<file path="config.mk">
export PLATFORM = sky130hd
export DESIGN_NAME = bus_mouse_motion_accumulator_top
export DESIGN_NICKNAME = d
export VERILOG_FILES = /design/src/design/bmma_pkg.sv /design/src/design/bmma_front.sv /design/src/design/bmma_back.sv /design/src/design/bus_mouse_motion_accumulator_top.sv
export SDC_FILE = /design/constraint.sdc
export NUM_CORES = 1
export LEC_CHECK = 0
export BUFFER_PORTS_ARGS = -buffer_cell sky130_fd_sc_hd__buf_2
export CAP_MARGIN = 20
export CORE_UTILIZATION = 35
export DETAILED_ROUTE_END_ITERATION = 8
export PLACE_DENSITY = 0.57
export SYNTH_ARGS = -nofsm -noshare
export SYNTH_HDL_FRONTEND = slang
export SYNTH_SLANG_ARGS = --single-unit
</file>
<file path="constraint.sdc">
create_clock -name i_clk -period 5.59 [get_ports i_clk]
set_input_delay 0.8385 -clock i_clk [delete_from_list [all_inputs] [get_ports i_clk]]
set_output_delay 0.8385 -clock i_clk [all_outputs]
set_load 0.05 [all_outputs]
</file>
<file path="src/design/bmma_pkg.sv">
`timescale 1ns / 1ps

package bmma_pkg;

    localparam int ACC_WIDTH_DEF = 16;
    localparam int MAX_READ_DEF  = 64;

    localparam int LEN_WIDTH = 7;
    localparam int MIN_READ  = 3;
    localparam int CLAMP_MAX = 127;

    localparam logic [7:0] BTN_IDLE  = 8'h80;
    localparam logic [7:0] SYNC_BIT  = 8'h80;
    localparam logic [7:0] PAD_BYTE  = 8'h00;

    localparam logic KIND_NIBBLE = 1'b0;
    localparam logic KIND_BYTE   = 1'b1;

    typedef logic [1:0] t_cmd;
    localparam t_cmd CMD_MOTION  = 2'd0;
    localparam t_cmd CMD_READ    = 2'd1;
    localparam t_cmd CMD_OPEN    = 2'd2;
    localparam t_cmd CMD_RELEASE = 2'd3;

    typedef logic [1:0] t_status;
    localparam t_status ST_OK       = 2'd0;
    localparam t_status ST_BAD_LEN  = 2'd1;
    localparam t_status ST_NO_DATA  = 2'd2;
    localparam t_status ST_BUSY     = 2'd3;

    // One decoded request as it travels from the front end to the back end.
    typedef struct packed {
        t_cmd                  cmd;
        logic [7:0]            dx;
        logic [7:0]            dy;
        logic [2:0]            btn;
        logic [LEN_WIDTH-1:0]  len;
    } t_op;

endpackage

</file>
<file path="src/design/bmma_front.sv">
`timescale 1ns / 1ps

module bmma_front (
    input  logic                                i_clk,
    input  logic                                i_rst_n,
    input  logic                                i_valid,
    output logic                                o_ready,
    input  bmma_pkg::t_cmd                      i_cmd,
    input  logic [7:0]                          i_port_byte_a,
    input  logic [7:0]                          i_port_byte_b,
    input  logic [7:0]                          i_port_byte_c,
    input  logic [7:0]                          i_port_byte_d,
    input  logic [bmma_pkg::LEN_WIDTH-1:0]      i_read_len,
    input  logic                                i_cfg_we,
    input  logic                                i_cfg_data,
    output logic                                o_op_valid,
    output bmma_pkg::t_op                       o_op,
    input  logic                                i_pop
);

    logic            r_mouse_kind;
    bmma_pkg::t_op   r_queue [2];
    logic            r_wr_ptr;
    logic            r_rd_ptr;
    logic [1:0]      r_count;

    bmma_pkg::t_op   w_op;
    logic            w_push;
    logic            w_pop;

    // Decode the raw port bytes according to the selected port layout.
    always_comb begin
        w_op     = '0;
        w_op.cmd = i_cmd;
        w_op.len = i_read_len;
        if (r_mouse_kind == bmma_pkg::KIND_NIBBLE) begin
            w_op.dx  = {i_port_byte_b[3:0], i_port_byte_a[3:0]};
            w_op.dy  = {i_port_byte_d[3:0], i_port_byte_c[3:0]};
            w_op.btn = i_port_byte_d[7:5];
        end else begin
            w_op.dx  = i_port_byte_a;
            w_op.dy  = i_port_byte_b;
            w_op.btn = ~i_port_byte_c[2:0];
        end
    end

    assign o_ready    = (r_count != 2'd2);
    assign w_push     = i_valid && o_ready;
    assign w_pop      = i_pop && (r_count != 2'd0);
    assign o_op_valid = (r_count != 2'd0);
    assign o_op       = r_queue[r_rd_ptr];

    always_ff @(posedge i_clk) begin
        if (!i_rst_n) begin
            r_mouse_kind <= bmma_pkg::KIND_NIBBLE;
            r_wr_ptr     <= 1'b0;
            r_rd_ptr     <= 1'b0;
            r_count      <= 2'd0;
        end else begin
            if (i_cfg_we) begin
                r_mouse_kind <= i_cfg_data;
            end
            if (w_push) begin
                r_wr_ptr <= ~r_wr_ptr;
            end
            if (w_pop) begin
                r_rd_ptr <= ~r_rd_ptr;
            end
            if (w_push && !w_pop) begin
                r_count <= r_count + 2'd1;
            end else if (w_pop && !w_push) begin
                r_count <= r_count - 2'd1;
            end
        end
    end

    always_ff @(posedge i_clk) begin
        if (w_push) begin
            r_queue[r_wr_ptr] <= w_op;
        end
    end

`ifndef SYNTHESIS
    a_count_bound : assert property (@(posedge i_clk) disable iff (!i_rst_n)
        r_count != 2'd3)
        else $error("queue count out of range");

    a_ptrs_track : assert property (@(posedge i_clk) disable iff (!i_rst_n)
        (r_count == 2'd0 || r_count == 2'd2) |-> (r_wr_ptr == r_rd_ptr))
        else $error("queue pointers disagree with count");
`endif

endmodule

</file>
<file path="src/design/bmma_back.sv">
`timescale 1ns / 1ps

module bmma_back #(
    parameter int ACC_WIDTH = bmma_pkg::ACC_WIDTH_DEF,
    parameter int MAX_READ  = bmma_pkg::MAX_READ_DEF
) (
    input  logic                  i_clk,
    input  logic                  i_rst_n,
    input  logic                  i_op_valid,
    input  bmma_pkg::t_op         i_op,
    output logic                  o_pop,
    output logic                  o_valid,
    input  logic                  i_ready,
    output logic [7:0]            o_out_byte,
    output bmma_pkg::t_status     o_status,
    output logic                  o_last
);

    localparam int LW = bmma_pkg::LEN_WIDTH;
    localparam logic signed [ACC_WIDTH-1:0] CLAMP_HI = ACC_WIDTH'(bmma_pkg::CLAMP_MAX);
    localparam logic signed [ACC_WIDTH-1:0] CLAMP_LO = -CLAMP_HI;
    localparam logic signed [ACC_WIDTH-1:0] ACC_MAX  = {1'b0, {(ACC_WIDTH-1){1'b1}}};
    localparam logic signed [ACC_WIDTH-1:0] ACC_MIN  = {1'b1, {(ACC_WIDTH-1){1'b0}}};

    typedef enum logic {S_IDLE, S_EMIT} t_state;

    t_state                          r_state, n_state;
    logic signed [ACC_WIDTH-1:0]     r_accum_x, n_accum_x;
    logic signed [ACC_WIDTH-1:0]     r_accum_y, n_accum_y;
    logic [7:0]                      r_cur_btn, n_cur_btn;
    logic [7:0]                      r_lat_btn, n_lat_btn;
    logic                            r_data_ready, n_data_ready;
    logic                            r_opened, n_opened;
    logic [7:0]                      r_b1, n_b1;
    logic [7:0]                      r_b2, n_b2;
    logic [LW-1:0]                   r_idx, n_idx;
    logic [LW-1:0]                   r_len, n_len;
    logic                            r_o_valid, n_o_valid;
    logic [7:0]                      r_o_byte, n_o_byte;
    bmma_pkg::t_status               r_o_status, n_o_status;
    logic                            r_o_last, n_o_last;

    logic                            w_out_free;
    logic signed [ACC_WIDTH:0]       w_sum_x, w_sum_y;
    logic signed [ACC_WIDTH-1:0]     w_sat_x, w_sat_y;
    logic signed [ACC_WIDTH-1:0]     w_clamp_x, w_clamp_y;
    logic                            w_bad_len;

    assign w_sum_x = {r_accum_x[ACC_WIDTH-1], r_accum_x}
                   + {{(ACC_WIDTH-7){i_op.dx[7]}}, i_op.dx};
    assign w_sum_y = {r_accum_y[ACC_WIDTH-1], r_accum_y}
                   + {{(ACC_WIDTH-7){i_op.dy[7]}}, i_op.dy};

    always_comb begin
        if (w_sum_x[ACC_WIDTH] != w_sum_x[ACC_WIDTH-1]) begin
            w_sat_x = w_sum_x[ACC_WIDTH] ? ACC_MIN : ACC_MAX;
        end else begin
            w_sat_x = w_sum_x[ACC_WIDTH-1:0];
        end
        if (w_sum_y[ACC_WIDTH] != w_sum_y[ACC_WIDTH-1]) begin
            w_sat_y = w_sum_y[ACC_WIDTH] ? ACC_MIN : ACC_MAX;
        end else begin
            w_sat_y = w_sum_y[ACC_WIDTH-1:0];
        end
    end

    always_comb begin
        if (r_accum_x > CLAMP_HI) begin
            w_clamp_x = CLAMP_HI;
        end else if (r_accum_x < CLAMP_LO) begin
            w_clamp_x = CLAMP_LO;
        end else begin
            w_clamp_x = r_accum_x;
        end
        if (r_accum_y > CLAMP_HI) begin
            w_clamp_y = CLAMP_HI;
        end else if (r_accum_y < CLAMP_LO) begin
            w_clamp_y = CLAMP_LO;
        end else begin
            w_clamp_y = r_accum_y;
        end
    end

    assign w_bad_len = (i_op.len < LW'(bmma_pkg::MIN_READ)) || (i_op.len > LW'(MAX_READ));
    assign w_out_free = !r_o_valid || i_ready;
    assign o_pop      = (r_state == S_IDLE) && i_op_valid && w_out_free;

    always_comb begin
        n_state      = r_state;
        n_accum_x    = r_accum_x;
        n_accum_y    = r_accum_y;
        n_cur_btn    = r_cur_btn;
        n_lat_btn    = r_lat_btn;
        n_data_ready = r_data_ready;
        n_opened     = r_opened;
        n_b1         = r_b1;
        n_b2         = r_b2;
        n_idx        = r_idx;
        n_len        = r_len;
        n_o_valid    = r_o_valid && !i_ready;
        n_o_byte     = r_o_byte;
        n_o_status   = r_o_status;
        n_o_last     = r_o_last;
        case (r_state)
            S_IDLE: begin
                if (o_pop) begin
                    case (i_op.cmd)
                        bmma_pkg::CMD_MOTION: begin
                            n_cur_btn    = {5'd0, i_op.btn};
                            n_lat_btn    = r_lat_btn | {5'd0, i_op.btn};
                            n_accum_x    = w_sat_x;
                            n_accum_y    = w_sat_y;
                            n_data_ready = 1'b1;
                        end
                        bmma_pkg::CMD_READ: begin
                            n_o_valid = 1'b1;
                            n_o_byte  = bmma_pkg::PAD_BYTE;
                            n_o_last  = 1'b1;
                            if (w_bad_len) begin
                                n_o_status = bmma_pkg::ST_BAD_LEN;
                            end else if (!r_data_ready) begin
                                n_o_status = bmma_pkg::ST_NO_DATA;
                            end else begin
                                n_o_status   = bmma_pkg::ST_OK;
                                n_o_byte     = r_lat_btn | bmma_pkg::SYNC_BIT;
                                n_o_last     = 1'b0;
                                n_b1         = w_clamp_x[7:0];
                                n_b2         = 8'd0 - w_clamp_y[7:0];
                                n_idx        = LW'(1);
                                n_len        = i_op.len;
                                n_state      = S_EMIT;
                                n_accum_x    = '0;
                                n_accum_y    = '0;
                                n_lat_btn    = r_cur_btn;
                                n_data_ready = 1'b0;
                            end
                        end
                        bmma_pkg::CMD_OPEN: begin
                            n_o_valid = 1'b1;
                            n_o_byte  = bmma_pkg::PAD_BYTE;
                            n_o_last  = 1'b1;
                            if (r_opened) begin
                                n_o_status = bmma_pkg::ST_BUSY;
                            end else begin
                                n_o_status   = bmma_pkg::ST_OK;
                                n_opened     = 1'b1;
                                n_data_ready = 1'b0;
                                n_accum_x    = '0;
                                n_accum_y    = '0;
                                n_cur_btn    = bmma_pkg::BTN_IDLE;
                                n_lat_btn    = bmma_pkg::BTN_IDLE;
                            end
                        end
                        default: begin
                            n_o_valid    = 1'b1;
                            n_o_byte     = bmma_pkg::PAD_BYTE;
                            n_o_status   = bmma_pkg::ST_OK;
                            n_o_last     = 1'b1;
                            n_opened     = 1'b0;
                            n_data_ready = 1'b0;
                        end
                    endcase
                end
            end
            S_EMIT: begin
                if (w_out_free) begin
                    n_o_valid  = 1'b1;
                    n_o_status = bmma_pkg::ST_OK;
                    n_o_last   = (r_idx == r_len - LW'(1));
                    n_idx      = r_idx + LW'(1);
                    if (r_idx == LW'(1)) begin
                        n_o_byte = r_b1;
                    end else if (r_idx == LW'(2)) begin
                        n_o_byte = r_b2;
                    end else begin
                        n_o_byte = bmma_pkg::PAD_BYTE;
                    end
                    if (r_idx == r_len - LW'(1)) begin
                        n_state = S_IDLE;
                    end
                end
            end
            default: begin
                n_state = S_IDLE;
            end
        endcase
    end

    always_ff @(posedge i_clk) begin
        if (!i_rst_n) begin
            r_state      <= S_IDLE;
            r_accum_x    <= '0;
            r_accum_y    <= '0;
            r_cur_btn    <= bmma_pkg::BTN_IDLE;
            r_lat_btn    <= bmma_pkg::BTN_IDLE;
            r_data_ready <= 1'b0;
            r_opened     <= 1'b0;
            r_o_valid    <= 1'b0;
        end else begin
            r_state      <= n_state;
            r_accum_x    <= n_accum_x;
            r_accum_y    <= n_accum_y;
            r_cur_btn    <= n_cur_btn;
            r_lat_btn    <= n_lat_btn;
            r_data_ready <= n_data_ready;
            r_opened     <= n_opened;
            r_o_valid    <= n_o_valid;
        end
        r_b1       <= n_b1;
        r_b2       <= n_b2;
        r_idx      <= n_idx;
        r_len      <= n_len;
        r_o_byte   <= n_o_byte;
        r_o_status <= n_o_status;
        r_o_last   <= n_o_last;
    end

    assign o_valid    = r_o_valid;
    assign o_out_byte = r_o_byte;
    assign o_status   = r_o_status;
    assign o_last     = r_o_last;

`ifndef SYNTHESIS
    a_emit_cleared : assert property (@(posedge i_clk) disable iff (!i_rst_n)
        (r_state == S_EMIT) |-> (!r_data_ready && r_accum_x == '0 && r_accum_y == '0))
        else $error("totals not cleared during packet output");

    a_error_last : assert property (@(posedge i_clk) disable iff (!i_rst_n)
        (r_o_valid && r_o_status != bmma_pkg::ST_OK) |-> (r_o_last && r_o_byte == '0))
        else $error("error request result not final");

    a_idx_range : assert property (@(posedge i_clk) disable iff (!i_rst_n)
        (r_state == S_EMIT) |-> (r_idx != '0 && r_idx < r_len))
        else $error("packet byte index out of range");

    a_no_pop_busy : assert property (@(posedge i_clk) disable iff (!i_rst_n)
        (r_state == S_EMIT) |-> !o_pop)
        else $error("queue popped during packet output");
`endif

endmodule

</file>
<file path="src/design/bus_mouse_motion_accumulator_top.sv">
`timescale 1ns / 1ps
// A request is queued on acceptance and popped when the unit is idle and the output register is
// free; any result is registered on the pop. Motion, open and release finish on their pop; a good
// read sends read_len packet bytes, one packet byte per cycle while the output register is free.
// A two-entry queue lets new requests be taken while a packet is still being sent.
// Reset is synchronous and active low; it empties the queue and restores all totals and flags.

module bus_mouse_motion_accumulator_top #(
    parameter int ACC_WIDTH = bmma_pkg::ACC_WIDTH_DEF,
    parameter int MAX_READ  = bmma_pkg::MAX_READ_DEF
) (
    input  logic                            i_clk,
    input  logic                            i_rst_n,
    input  logic                            i_valid,
    output logic                            o_ready,
    input  logic [1:0]                      i_cmd,
    input  logic [7:0]                      i_port_byte_a,
    input  logic [7:0]                      i_port_byte_b,
    input  logic [7:0]                      i_port_byte_c,
    input  logic [7:0]                      i_port_byte_d,
    input  logic [6:0]                      i_read_len,
    output logic                            o_valid,
    input  logic                            i_ready,
    output logic [7:0]                      o_out_byte,
    output logic [1:0]                      o_status,
    output logic                            o_last,
    input  logic                            i_cfg_we,
    input  logic                            i_cfg_data
);

    logic           w_op_valid;
    bmma_pkg::t_op  w_op;
    logic           w_pop;

    bmma_front u_front (
        .i_clk         (i_clk),
        .i_rst_n       (i_rst_n),
        .i_valid       (i_valid),
        .o_ready       (o_ready),
        .i_cmd         (i_cmd),
        .i_port_byte_a (i_port_byte_a),
        .i_port_byte_b (i_port_byte_b),
        .i_port_byte_c (i_port_byte_c),
        .i_port_byte_d (i_port_byte_d),
        .i_read_len    (i_read_len),
        .i_cfg_we      (i_cfg_we),
        .i_cfg_data    (i_cfg_data),
        .o_op_valid    (w_op_valid),
        .o_op          (w_op),
        .i_pop         (w_pop)
    );

    bmma_back #(
        .ACC_WIDTH (ACC_WIDTH),
        .MAX_READ  (MAX_READ)
    ) u_back (
        .i_clk      (i_clk),
        .i_rst_n    (i_rst_n),
        .i_op_valid (w_op_valid),
        .i_op       (w_op),
        .o_pop      (w_pop),
        .o_valid    (o_valid),
        .i_ready    (i_ready),
        .o_out_byte (o_out_byte),
        .o_status   (o_status),
        .o_last     (o_last)
    );

endmodule
</file>
==> results.md, run 1 <==
* Pre-CTS WS at 1270 ps
* # IOs at 60
* First-pass DRT Iterations at 5
* Area of the mapped netlist at 0.00772 sq mm
* Worst-case clock buffer depth at 2
* Maxcap violations at 0
* Gp weighted congestion at 0.855
* Die area at 0.0227 sq mm
* Final wirelength at 17100 microns
* CTS tree: built
* Crit path arrival time at 4730 ps
* RSZ-0062 raised after global routing: no
* Starting Density at 0.362
* Period Utilization, post-route at 0.782
* Post-synth cell types at 65
* Largest net degree at the start of global routing at 31
* Clock Sinks at 145
* Core Footprint at 0.0214 sq mm
* Syn_nets at 768
* Antenna Nets Post-Route at 0
* Final setup viols at 0
* VDD IR max at 0.311 mV
* Leakage power at 3.44 nW
* Highest metal used: met4
* DR vias at 5576
* Startpoint types: register
* Post-synth EDFFs at 97
* Detail-routed via count per cell at 5.46
* # diodes at 0
* DR iter-0 viols at 303
* First-pass GRT wire length at 27600 microns
* Setup TNS at 0 ps
* Critical path peak fanout at 21
* # DRC at 0
* Final hold violations at 0
* Skew final at 16.3 ps
* Seq cells post-synth at 145
* CP Class: reg -> reg
* Clk_lat worst skew at 420 ps
* Remaining Overflow, GRT at 0
* Non-Filler Instances at 1022
* Hold Buf Count CTS at 0
* Row count at 53
* Crit path time final at 4370 ps
* Routed WL per cell at 16.8 microns
* Worst-margin pin slew at 939 ps
* Seq/Total Area, Yosys at 0.502
* Share of layout cells above drive strength 1 at 0.182
* Ys Warns at 0
* Placed Instances at 989
* Die Ht at 151 microns
* Routed wl met2 at 7830 microns
* P&R area growth vs syn at 15.2%
* Worst-path clk slew at 60 ps
* Vias in the first global route at 5443
* Pwr dens at 571 mW/mm^2
* Status: completed
* Total Power at 0.00508 W
* Synth async-reset ratio at 0
* Setup ws final at 1220 ps
* Min-delay worst type: reg -> reg
* Post-layout nets at 825
* Element type at the critical path end: register
* DRT met1 WL at 8180 microns
* Dominant synthesized flop cell: edfxtp_1
* Hpwl dp at 12600 microns
* I/O Buffers at 54
* Num CTS Buffers at 17
* Syn Area/Cell at 11.4 sq um
* GRT Resource Usage Total at 0.158
* CTS H-tree depth at 4
* Fmax at 229 MHz
* Worst path required time at 5950 ps
* CTS Root Cell: clkbuf_16
* Post-synthesis cell count at 677
* Metal3 WL at 794 microns
* Max Transition Viols Final at 0
* Post-CTS sizing at 0
* Slew headroom at 0.369
* Postcts setup bufs at 0
* Die X at 151 microns
* Initial antenna violation count at 0
through the flow:
stage / util / hold WS, ps / cell area (sq um)
6_report: 0.417 / 498 / 8890
4_1_cts: 0.416 / 502 / 8880
3_3_place_gp: 0.387 / 478 / 8270
2_1_floorplan: - / 464 / 7720
3_5_place_dp: 0.387 / 488 / 8270
5_1_grt: 0.417 / 528 / 8890
placed cells by master (no fill, tap or decap), types with 4 or more instances in the layout:
master     instances
or4_1              6
nor3_1            13
a2111oi_0          6
a21oi_1           44
nand2b_1           7
xnor2_1           23
nor4_1             8
buf_4              4
xor2_1            23
nor2_1            49
inv_1             22
nand2_1           31
a22oi_1            7
a22o_1             5
edfxtp_1          97
o21ai_0           26
dfxtp_1           48
bufinv_16          4
nor2b_1           10
a21o_1            13
or3_1              4
nand4_1            6
clkbuf_16         17
o21a_1             6
nand3_1           11
and3_1             7
a211oi_1           6
buf_2             54
o31ai_1            5
a221o_1           24
mux2i_1            9
ha_1              42
mux2_2            37
and2_1             5
kinds of logic (layout without fill, tap and decap cells):
family,count (synthesis),in the layout,synth area share
AND/OR/NAND/NOR,171,171,0.114
buffers and inverters,44,114,0.0246
adder cells (fa/ha/maj),45,45,0.0745
XOR/XNOR,46,46,0.0522
flip-flops,145,145,0.502
multiplexers,46,46,0.0656
AO/OA/AOI/OAI,180,180,0.167
Yosys cell counts (4+ instances only):
library cell,instances,area [sq um]
nor4_1,8,50.1
a221o_1,24,240
a2111oi_0,6,52.6
nand4_1,6,37.5
or4_1,6,45.0
mux2i_1,9,90.1
and2_1,5,31.3
a21o_1,13,97.6
a21oi_1,44,220
edfxtp_1,97,2910
a22o_1,5,43.8
mux2_2,37,417
xnor2_1,23,201
a211oi_1,6,45.0
or3_1,4,25.0
nand3_1,11,55.1
ha_1,42,526
nand2_1,31,116
a22oi_1,7,52.6
and3_1,7,43.8
inv_1,22,82.6
nor3_1,13,65.1
nand2b_1,7,43.8
o21a_1,6,45.0
xor2_1,23,201
nor2b_1,10,62.6
o31ai_1,5,37.5
o21ai_0,26,130
clkbuf_1,13,48.8
nor2_1,50,188
dfxtp_1,48,961
final cells by class:
type	count	area, sq um
Multi-Input combinational cell	488	3660
Inverter	23	86.3
Timing Repair Buffer	59	315
Tap cell	275	344
Clock inverter	11	163
Sequential cell	145	3870
Clock buffer	21	450
Fill cell	2047	12500
per-layer routing:
layer,vias to the layer above,GRT usage
li1,2725,-
met1,2674,0.209
met2,153,0.256
met3,24,0.0376
met4,0,0.0490
met5,-,0
registers in the layout, summed over array words and instances, names as in the netlist, 2 cells and up, named ones only:
register and flops:
u_back.r_len 7, u_back.r_b2 8, u_back.r_lat_btn 3, u_front.r_count 2, u_front.r_queue 56, u_back.r_accum_y 16
u_back.r_idx 7, u_back.r_b1 8, u_back.o_out_byte 8, u_back.o_status 2, u_back.r_accum_x 16, u_back.r_cur_btn 3
power by group:
part           leakage (nW)  switching, W  internal (W)
combinational          1.86       0.00133      0.000904
sequential             1.29      0.000181       0.00148
clock                 0.294      0.000426      0.000755
total                  3.44       0.00193       0.00314
worst max-delay path, cell delays in order (launching register included):
cell and delay [ps]:
dfxtp_1 690, buf_4 390, mux2i_1 360, inv_1 110
ha_1 260, nand2_1 130, or4b_2 690, or4_1 420
a21oi_1 510, o21a_1 500, a221o_1 230
worst paths after layout:
kind                                start                          endpoint  slack [ps]  cells after the start
max                              register  u_back.r_accum_y[9]$_SDFFE_PN0P_        1220                     10
min reg2reg  u_back.r_opened$_SDFFE_PN0P_      u_back.r_opened$_SDFFE_PN0P_         500                      2
min          u_back.r_opened$_SDFFE_PN0P_      u_back.r_opened$_SDFFE_PN0P_         500                      2
max reg2reg                      register  u_back.r_accum_y[9]$_SDFFE_PN0P_        1220                     10
No activity file was read; power rests on OpenSTA's default activity.
==> run 2: changes to the inputs <==
==> constraint.sdc (replaced) <==
create_clock -name i_clk -period 4.3 [get_ports i_clk]
set_input_delay 0.645 -clock i_clk [delete_from_list [all_inputs] [get_ports i_clk]]
set_output_delay 0.645 -clock i_clk [all_outputs]
set_load 0.05 [all_outputs]
==> results.md, run 2 (same netlist as run 1, synthesis figures left out) <==
* Status: completed (unchanged)
* Largest register FFs at 56 (unchanged)
* CTS Root Cell: clkbuf_16 (unchanged)
* Max Transition Viols Final at 0 (unchanged)
* # diodes at 0 (unchanged)
* CP Cell Sequence: buf_4, mux2_2, ha_1, fa_1, a211o_1, a21oi_1, a2bb2oi_1, a221oi_1, a2bb2oi_1, nor2_4, a221o_1 (was buf_4, mux2i_1, inv_1, ha_1, nand2_1, or4b_2, or4_1, a21oi_1, o21a_1, a221o_1)
* Design area at 0.00892 sq mm (was 0.00889 sq mm)
* End point of the worst hold path: u_front.r_queue[0][6]$_DFFE_PP_ (was u_back.r_opened$_SDFFE_PN0P_)
* First-pass GRT wire length at 27500 microns (was 27600 microns)
* Post-layout nets at 831 (was 825)
* Placed Instances at 995 (was 989)
* Period Utilization, post-route at 0.924 (was 0.782)
* First-pass DRT Iterations at 5 (unchanged)
* Vias in the first global route at 5409 (was 5443)
* Leakage power at 3.45 nW (was 3.44 nW)
* Maxcap violations at 0 (unchanged)
* Die area at 0.0227 sq mm (unchanged)
* FILL cells at 2020 (was 2047)
* Slowest stage cell, crit path: dfxtp_1 (unchanged)
* VDD IR max at 0.340 mV (was 0.311 mV)
* Num CTS Buffers at 17 (unchanged)
* P&R area growth vs syn at 15.5% (was 15.2%)
* R2R Setup Slk at 330 ps (was 1220 ps)
* Element type at the critical path end: register (unchanged)
* Post-CTS sizing at 0 (unchanged)
* # IOs at 60 (unchanged)
* Gr busiest metal: met2 (unchanged)
* Die Ht at 151 microns (unchanged)
* Int Power at 0.00399 W (was 0.00314 W)
* Gp weighted congestion at 0.832 (was 0.855)
* Clock network fraction of total power at 0.221 (was 0.233)
* Hpwl dp at 12800 microns (was 12600 microns)
* Skew final at 13.4 ps (was 16.3 ps)
* Hold Buf Count CTS at 0 (unchanged)
* Postcts setup bufs at 0 (unchanged)
* Reg with most FFs: u_front.r_queue (unchanged)
* Hold path depth at 1 (was 2)
* Non-Filler Instances at 1028 (was 1022)
* I/O Buffers at 54 (unchanged)
* Slew headroom at 0.309 (was 0.369)
* Multi-input gate area at 0.00366 sq mm (unchanged)
* Met3 Track Usage GR at 0.0391 (was 0.0376)
* CTS tree: built (unchanged)
* Share of layout cells above drive strength 1 at 0.193 (was 0.182)
* DR vias at 5602 (was 5576)
* Worst path required time at 4610 ps (was 5950 ps)
* Biggest regs: u_front.r_queue (56), u_back.r_accum_x (16), u_back.r_accum_y (16) (unchanged)
* Register area at 0.00387 sq mm (unchanged)
* # DRC at 0 (unchanged)
* Critical path peak fanout at 14 (was 21)
* CP Class: reg -> reg (unchanged)
* Final hold violations at 0 (unchanged)
* CP top delay family: compound AO/OA/AOI/OAI gates (was simple AND/OR/NAND/NOR gates)
* Die X at 151 microns (unchanged)
* Startpoint types: register (unchanged)
* Met2 usage in global routing at 0.251 (was 0.256)
* Largest net degree at the start of global routing at 31 (unchanged)
* Total Power at 0.00651 W (was 0.00508 W)
* CP Buf/Inv Count at 1 (was 2)
* Crit path time final at 3970 ps (was 4370 ps)
* Sw power at 0.00251 W (was 0.00193 W)
* Largest stage delay on the critical path at 680 ps (was 690 ps)
* Met1 usage at 0.211 (was 0.209)
* RSZ-0062 raised after global routing: no (unchanged)
* Detail-routed via count per cell at 5.45 (was 5.46)
* Worst-case reg-to-reg path depth at 11 (was 10)
* Pwr dens at 729 mW/mm^2 (was 571 mW/mm^2)
* Worst-path clk slew at 60 ps (about the same)
* Final setup viols at 0 (unchanged)
* Core Footprint at 0.0214 sq mm (unchanged)
* Initial antenna violation count at 0 (unchanged)
* Worst-margin pin slew at 1040 ps (was 939 ps)
* Register share of total power at 0.333 (was 0.328)
* Fin Hold WS at 410 ps (was 498 ps)
* DR iter-0 viols at 289 (was 303)
* Clock Sinks at 145 (unchanged)
* Setup TNS at 0 ps (unchanged)
* Final wirelength at 17000 microns (was 17100 microns)
* Critical Path Most Common Cell: a2bb2oi_1
* Leading cell type in the layout, fill and taps excluded: edfxtp_1 (unchanged)
* Min-delay worst type: in -> reg (was reg -> reg)
* Row count at 53 (unchanged)
* Clk_lat worst skew at 420 ps (about the same)
* Combinational share of power at 0.446 (was 0.440)
* CTS H-tree depth at 4 (unchanged)
* R2r endpoint: u_back.r_accum_x[9]$_SDFFE_PN0P_ (was u_back.r_accum_y[9]$_SDFFE_PN0P_)
* Antenna Nets Post-Route at 0 (unchanged)
* Area after DPL at 0.00831 sq mm (was 0.00827 sq mm)
* Starting Density at 0.362 (unchanged)
* Routed WL per cell at 16.6 microns (was 16.8 microns)
* Crit path arrival time at 4280 ps (was 4730 ps)
* Fmax at 252 MHz (was 229 MHz)
* Sw Ratio at 0.386 (was 0.381)
* GRT Resource Usage Total at 0.158 (about the same)
* Remaining Overflow, GRT at 0 (unchanged)
* Hold Crit Start: i_read_len[6] (was u_back.r_opened$_SDFFE_PN0P_)
* Worst-case clock buffer depth at 2 (unchanged)
* Most frequent cells in the layout: edfxtp_1, buf_2, nor2_1, dfxtp_1, a21oi_1 (unchanged)
[run 2: changes by cell type in the layout (fill, tap and decap cells not counted), moves of 2 or more]
| cell | before | now |
|---|---|---|
| bufinv_16 | 4 | 2 |
| clkbuf_1 | 3 | 1 |
| clkinvlp_4 | 2 | 5 |
| buf_4 | 4 | 10 |
[run 2: worst max-delay path by stage]
| stage | from | endpoint | depth (start not counted) |
|---|---|---|---|
| 2_1_floorplan | register | u_back.r_accum_y[14]$_SDFFE_PN0P_ | 13 |
| 3_3_place_gp | register | u_back.r_accum_x[7]$_SDFFE_PN0P_ | 11 |
| 3_5_place_dp | register | u_back.r_accum_x[1]$_SDFFE_PN0P_ | 11 |
| 4_1_cts | register | u_back.r_accum_x[7]$_SDFFE_PN0P_ | 11 |
| 5_1_grt | register | u_back.r_accum_x[10]$_SDFFE_PN0P_ | 11 |
| 6_report | register | u_back.r_accum_x[9]$_SDFFE_PN0P_ | 11 |
[run 2: stage by stage]
| step | setup slack, ps | utilization |
|---|---|---|
| 2_1_floorplan | 219 | - |
| 3_3_place_gp | 382 | 0.389 |
| 3_5_place_dp | 331 | 0.389 |
| 4_1_cts | 317 | 0.416 |
| 5_1_grt | 15.1 | 0.418 |
| 6_report | 326 | 0.418 |
[run 2: worst reg2reg max path, stage by stage (launching register included)]
cell       delay [ps]
dfxtp_1           680
buf_4             290
mux2_2            370
ha_1              230
fa_1              440
a211o_1           300
a21oi_1           200
a2bb2oi_1         220
a221oi_1          360
a2bb2oi_1         350
nor2_4            140
a221o_1           290
[run 2: final cells by class]
type / instances / share of cell area
clock buffer: 19 / 0.0497
clock inverter: 13 / 0.0156
inverter: 23 / 0.00968
multi-input combinational: 488 / 0.410
sequential: 145 / 0.434
tap: 275 / 0.0386
timing repair buffer: 65 / 0.0418
[run 2: power by group through the flow]
| stage | logic [W] | clock network [W] | registers (W) |
|---|---|---|---|
| 2_1_floorplan | 0.00211 | 0 | 0.00225 |
| 3_3_place_gp | 0.00276 | 0 | 0.00218 |
| 3_5_place_dp | 0.00286 | 0 | 0.00219 |
| 4_1_cts | 0.00288 | 0.00146 | 0.00217 |
| 5_1_grt | 0.00323 | 0.00153 | 0.00221 |
| 6_report | 0.00290 | 0.00144 | 0.00217 |
[run 2: per-layer routing]
layer  part of all wire  vias up
li1                   -     2742
met1               0.48     2698
met2               0.46      144
met3              0.042       18
met4              0.012        0
met5                  0        -
==> run 3: changes to the inputs <==
--- a/config.mk
+++ b/config.mk
@@ -12,4 +12,5 @@
 export PLACE_DENSITY = 0.57
 export SYNTH_ARGS = -nofsm -noshare
 export SYNTH_HDL_FRONTEND = slang
+export SYNTH_HIERARCHICAL = 1
 export SYNTH_SLANG_ARGS = --single-unit
==> results.md, run 3 <==
* CP top delay family: compound AO/OA/AOI/OAI gates (unchanged)
* Synth cell count leaders: edfxtp_1, a21oi_1, dfxtp_1, ha_1, mux2_2 (was edfxtp_1, nor2_1, dfxtp_1, a21oi_1, ha_1)
* P&R area growth vs syn at 14.3% (was 15.5%)
* DRT met1 WL at 8890 microns (was 8200 microns)
* Element type at the critical path end: register (unchanged)
* Post-layout nets at 855 (was 831)
* Share of layout cells above drive strength 1 at 0.196 (was 0.193)
* Seq/Total Area, Yosys at 0.488 (was 0.502)
* Die area at 0.0233 sq mm (was 0.0227 sq mm)
* # diodes at 0 (unchanged)
* Post-synthesis cell count at 703 (was 677)
* Slew headroom at 0.355 (was 0.309)
* Worst-case clock buffer depth at 2 (unchanged)
* Period Utilization, post-route at 0.821 (was 0.924)
* CTS Root Cell: clkbuf_16 (unchanged)
* Post-CTS sizing at 0 (unchanged)
* Initial antenna violation count at 0 (unchanged)
* Final hold violations at 0 (unchanged)
* Antenna Nets Post-Route at 0 (unchanged)
* Max Transition Viols Final at 0 (unchanged)
* Ys Warns at 6 (was 0)
* Die Ht at 153 microns (was 151 microns)
* CP Class: reg -> reg (unchanged)
* Biggest regs: u_front/r_queue (56), u_back/r_accum_x (16), u_back/r_accum_y (16) (was u_front.r_queue (56), u_back.r_accum_x (16), u_back.r_accum_y (16))
* Num CTS Buffers at 17 (unchanged)
* Largest cells by area after synthesis: edfxtp_1, dfxtp_1, ha_1 (unchanged)
* Highest metal used: met4 (unchanged)
* Int Power at 0.00409 W (was 0.00399 W)
* VDD IR max at 0.320 mV (was 0.340 mV)
* Worst path required time at 4650 ps (was 4610 ps)
* Routed wl met2 at 7210 microns (was 7910 microns)
* Clk_lat worst skew at 420 ps (about the same)
* Sw power at 0.00276 W (was 0.00251 W)
* Post-synth EDFFs at 97 (unchanged)
* FILL cells at 2096 (was 2020)
* CP Buf/Inv Count at 1 (unchanged)
* Post-synth top area cell: edfxtp_1 (unchanged)
* DR iter-0 viols at 301 (was 289)
* Clock Sinks at 145 (unchanged)
* Worst-margin pin slew at 965 ps (was 1040 ps)
* Crit path time final at 3530 ps (was 3970 ps)
* Final wirelength at 17000 microns (about the same)
* Vias in the first global route at 5337 (was 5409)
* Seq cells post-synth at 145 (unchanged)
* DR vias at 5535 (was 5602)
* Starting Density at 0.361 (was 0.362)
* Remaining Overflow, GRT at 0 (unchanged)
* # DRC at 0 (unchanged)
* Pwr dens at 755 mW/mm^2 (was 729 mW/mm^2)
* RSZ-0062 raised after global routing: no (unchanged)
* Maxcap violations at 0 (unchanged)
* Critical path peak fanout at 9 (was 14)
* Largest register FFs at 56 (unchanged)
* GRT Resource Usage Total at 0.153 (was 0.158)
* Skew final at 11.0 ps (was 13.4 ps)
* Synth top area share at 0.367 (was 0.377)
* Routed WL per cell at 16.0 microns (was 16.6 microns)
* Startpoint types: register (unchanged)
* Top-count cell post-synth: edfxtp_1 (unchanged)
* Layout Utilization at 0.412 (was 0.418)
* Worst-path clk slew at 60 ps (about the same)
* Dominant synthesized flop cell: edfxtp_1 (unchanged)
* Row count at 54 (was 53)
* Sw Ratio at 0.403 (was 0.386)
* Largest stage delay on the critical path at 650 ps (was 680 ps)
* Combinational share of power at 0.492 (was 0.446)
* Largest net degree at the start of global routing at 29 (was 31)
* Post-synth cell types at 68 (was 65)
* Status: completed (unchanged)
* Slowest stage cell, crit path: a221oi_1 (was dfxtp_1)
* Syn_nets at 794 (was 768)
* Non-Filler Instances at 1057 (was 1028)
* Area of the mapped netlist at 0.00794 sq mm (was 0.00772 sq mm)
* CTS H-tree depth at 4 (unchanged)
* Leading cell type in the layout, fill and taps excluded: edfxtp_1 (unchanged)
* # IOs at 60 (unchanged)
* Min-delay worst type: in -> reg (unchanged)
* CTS tree: built (unchanged)
* Most frequent cells in the layout: edfxtp_1, buf_2, a21oi_1, dfxtp_1, ha_1 (was edfxtp_1, buf_2, nor2_1, dfxtp_1, a21oi_1)
* Fmax at 283 MHz (was 252 MHz)
* Postcts setup bufs at 0 (unchanged)
* Crit path arrival time at 3880 ps (was 4280 ps)
* Hpwl dp at 12400 microns (was 12800 microns)
* Syn Area/Cell at 11.3 sq um (was 11.4 sq um)
* I/O Buffers at 54 (unchanged)
* Setup TNS at 0 ps (unchanged)
* Metal3 WL at 627 microns (was 719 microns)
* Final setup viols at 0 (unchanged)
* Core Footprint at 0.0220 sq mm (was 0.0214 sq mm)
* Detail-routed via count per cell at 5.24 (was 5.45)
* Leakage power at 3.39 nW (was 3.45 nW)
* Register share of total power at 0.311 (was 0.333)
* Die X at 153 microns (was 151 microns)
* Hold Buf Count CTS at 0 (unchanged)
* CP Cell Sequence: buf_4, mux2_2, ha_1, a211oi_1, o21ai_0, a221oi_1, a21oi_1, or4b_1, a21oi_1 (was buf_4, mux2_2, ha_1, fa_1, a211o_1, a21oi_1, a2bb2oi_1, a221oi_1, a2bb2oi_1, nor2_4, a221o_1)
* First-pass DRT Iterations at 9 (was 5)
* Reg with most FFs: u_front/r_queue (was u_front.r_queue)
* Gp weighted congestion at 0.885 (was 0.832)
* First-pass GRT wire length at 28200 microns (was 27500 microns)
* Clock network fraction of total power at 0.197 (was 0.221)
* Synth async-reset ratio at 0 (unchanged)
* Critical Path Most Common Cell: a21oi_1 (was a2bb2oi_1)
* Placed Instances at 1025 (was 995)
run 3: cell types whose count changed after synthesis, sizes merged, moves of 9 or more:
cell and change:
nor2b +9, o21ai +9, a21boi +10, xor2 -10
nor2 -25
run 3: per-stage QoR:
stage | setup WS, ps | cell area (sq um) | hold WS, ps | total power [W]
finish | 772 | 9080 | 419 | 0.00685
global route | 480 | 9080 | 395 | 0.00740
CTS | 694 | 9080 | 402 | 0.00689
detailed placement | 713 | 8530 | 521 | 0.00552
global placement | 750 | 8530 | 501 | 0.00549
floorplan | 696 | 7940 | 482 | 0.00474
run 3: worst reg2reg max path: cells and delay by family, from the launching register on:
family	cells	cell delay [ps]
multiplexers	1	470
adder cells (fa/ha/maj)	1	410
AND/OR/NAND/NOR	1	550
AO/OA/AOI/OAI	5	1380
buffers and inverters	1	240
flip-flops	1	410
run 3: metal layers:
metal,GRT usage,vias up
li1,-,2826
met3,0.0364,13
met4,0.0447,0
met5,0,-
met1,0.222,2587
met2,0.224,109
run 3: worst paths after layout:
kind,from,to,slack [ps],cells past startpoint
worst max register to register,register,u_back/r_accum_x[11]$_SDFFE_PN0P_,770,9
worst min register to register,u_back/r_opened$_SDFFE_PN0P_,u_back/r_opened$_SDFFE_PN0P_,540,2
worst max-delay path,register,u_back/r_accum_x[11]$_SDFFE_PN0P_,770,9
worst min-delay path,i_read_len[4],u_front/r_queue[1][4]$_DFFE_PP_,420,1
run 3: cells by family after synthesis:
| family | after synthesis | synth area share |
|---|---|---|
| AO/OA/AOI/OAI | 194 | 0.168 |
| XOR/XNOR | 43 | 0.0484 |
| multiplexers | 48 | 0.0668 |
| flip-flops | 145 | 0.488 |
| adder cells (fa/ha/maj) | 49 | 0.0775 |
| buffers and inverters | 43 | 0.0233 |
| AND/OR/NAND/NOR | 181 | 0.128 |
run 3: power groups by stage:
| stage | combinational [W] | sequential (W) | clock [W] |
|---|---|---|---|
| floorplan | 0.00254 | 0.00219 | 0 |
| global placement | 0.00334 | 0.00216 | 0 |
| detailed placement | 0.00336 | 0.00216 | 0 |
| CTS | 0.00338 | 0.00213 | 0.00138 |
| global route | 0.00379 | 0.00218 | 0.00144 |
| finish | 0.00337 | 0.00213 | 0.00135 |
run 3: final cells by class:
type / instances / area [sq um] / area share
Multi-Input combinational cell: 515 / 3890 / 0.428
Sequential cell: 145 / 3870 / 0.427
Clock buffer: 24 / 492 / 0.0542
Tap cell: 280 / 350 / 0.0386
Timing Repair Buffer: 64 / 345 / 0.0380
Inverter: 21 / 78.8 / 0.00868
Clock inverter: 8 / 53.8 / 0.00593
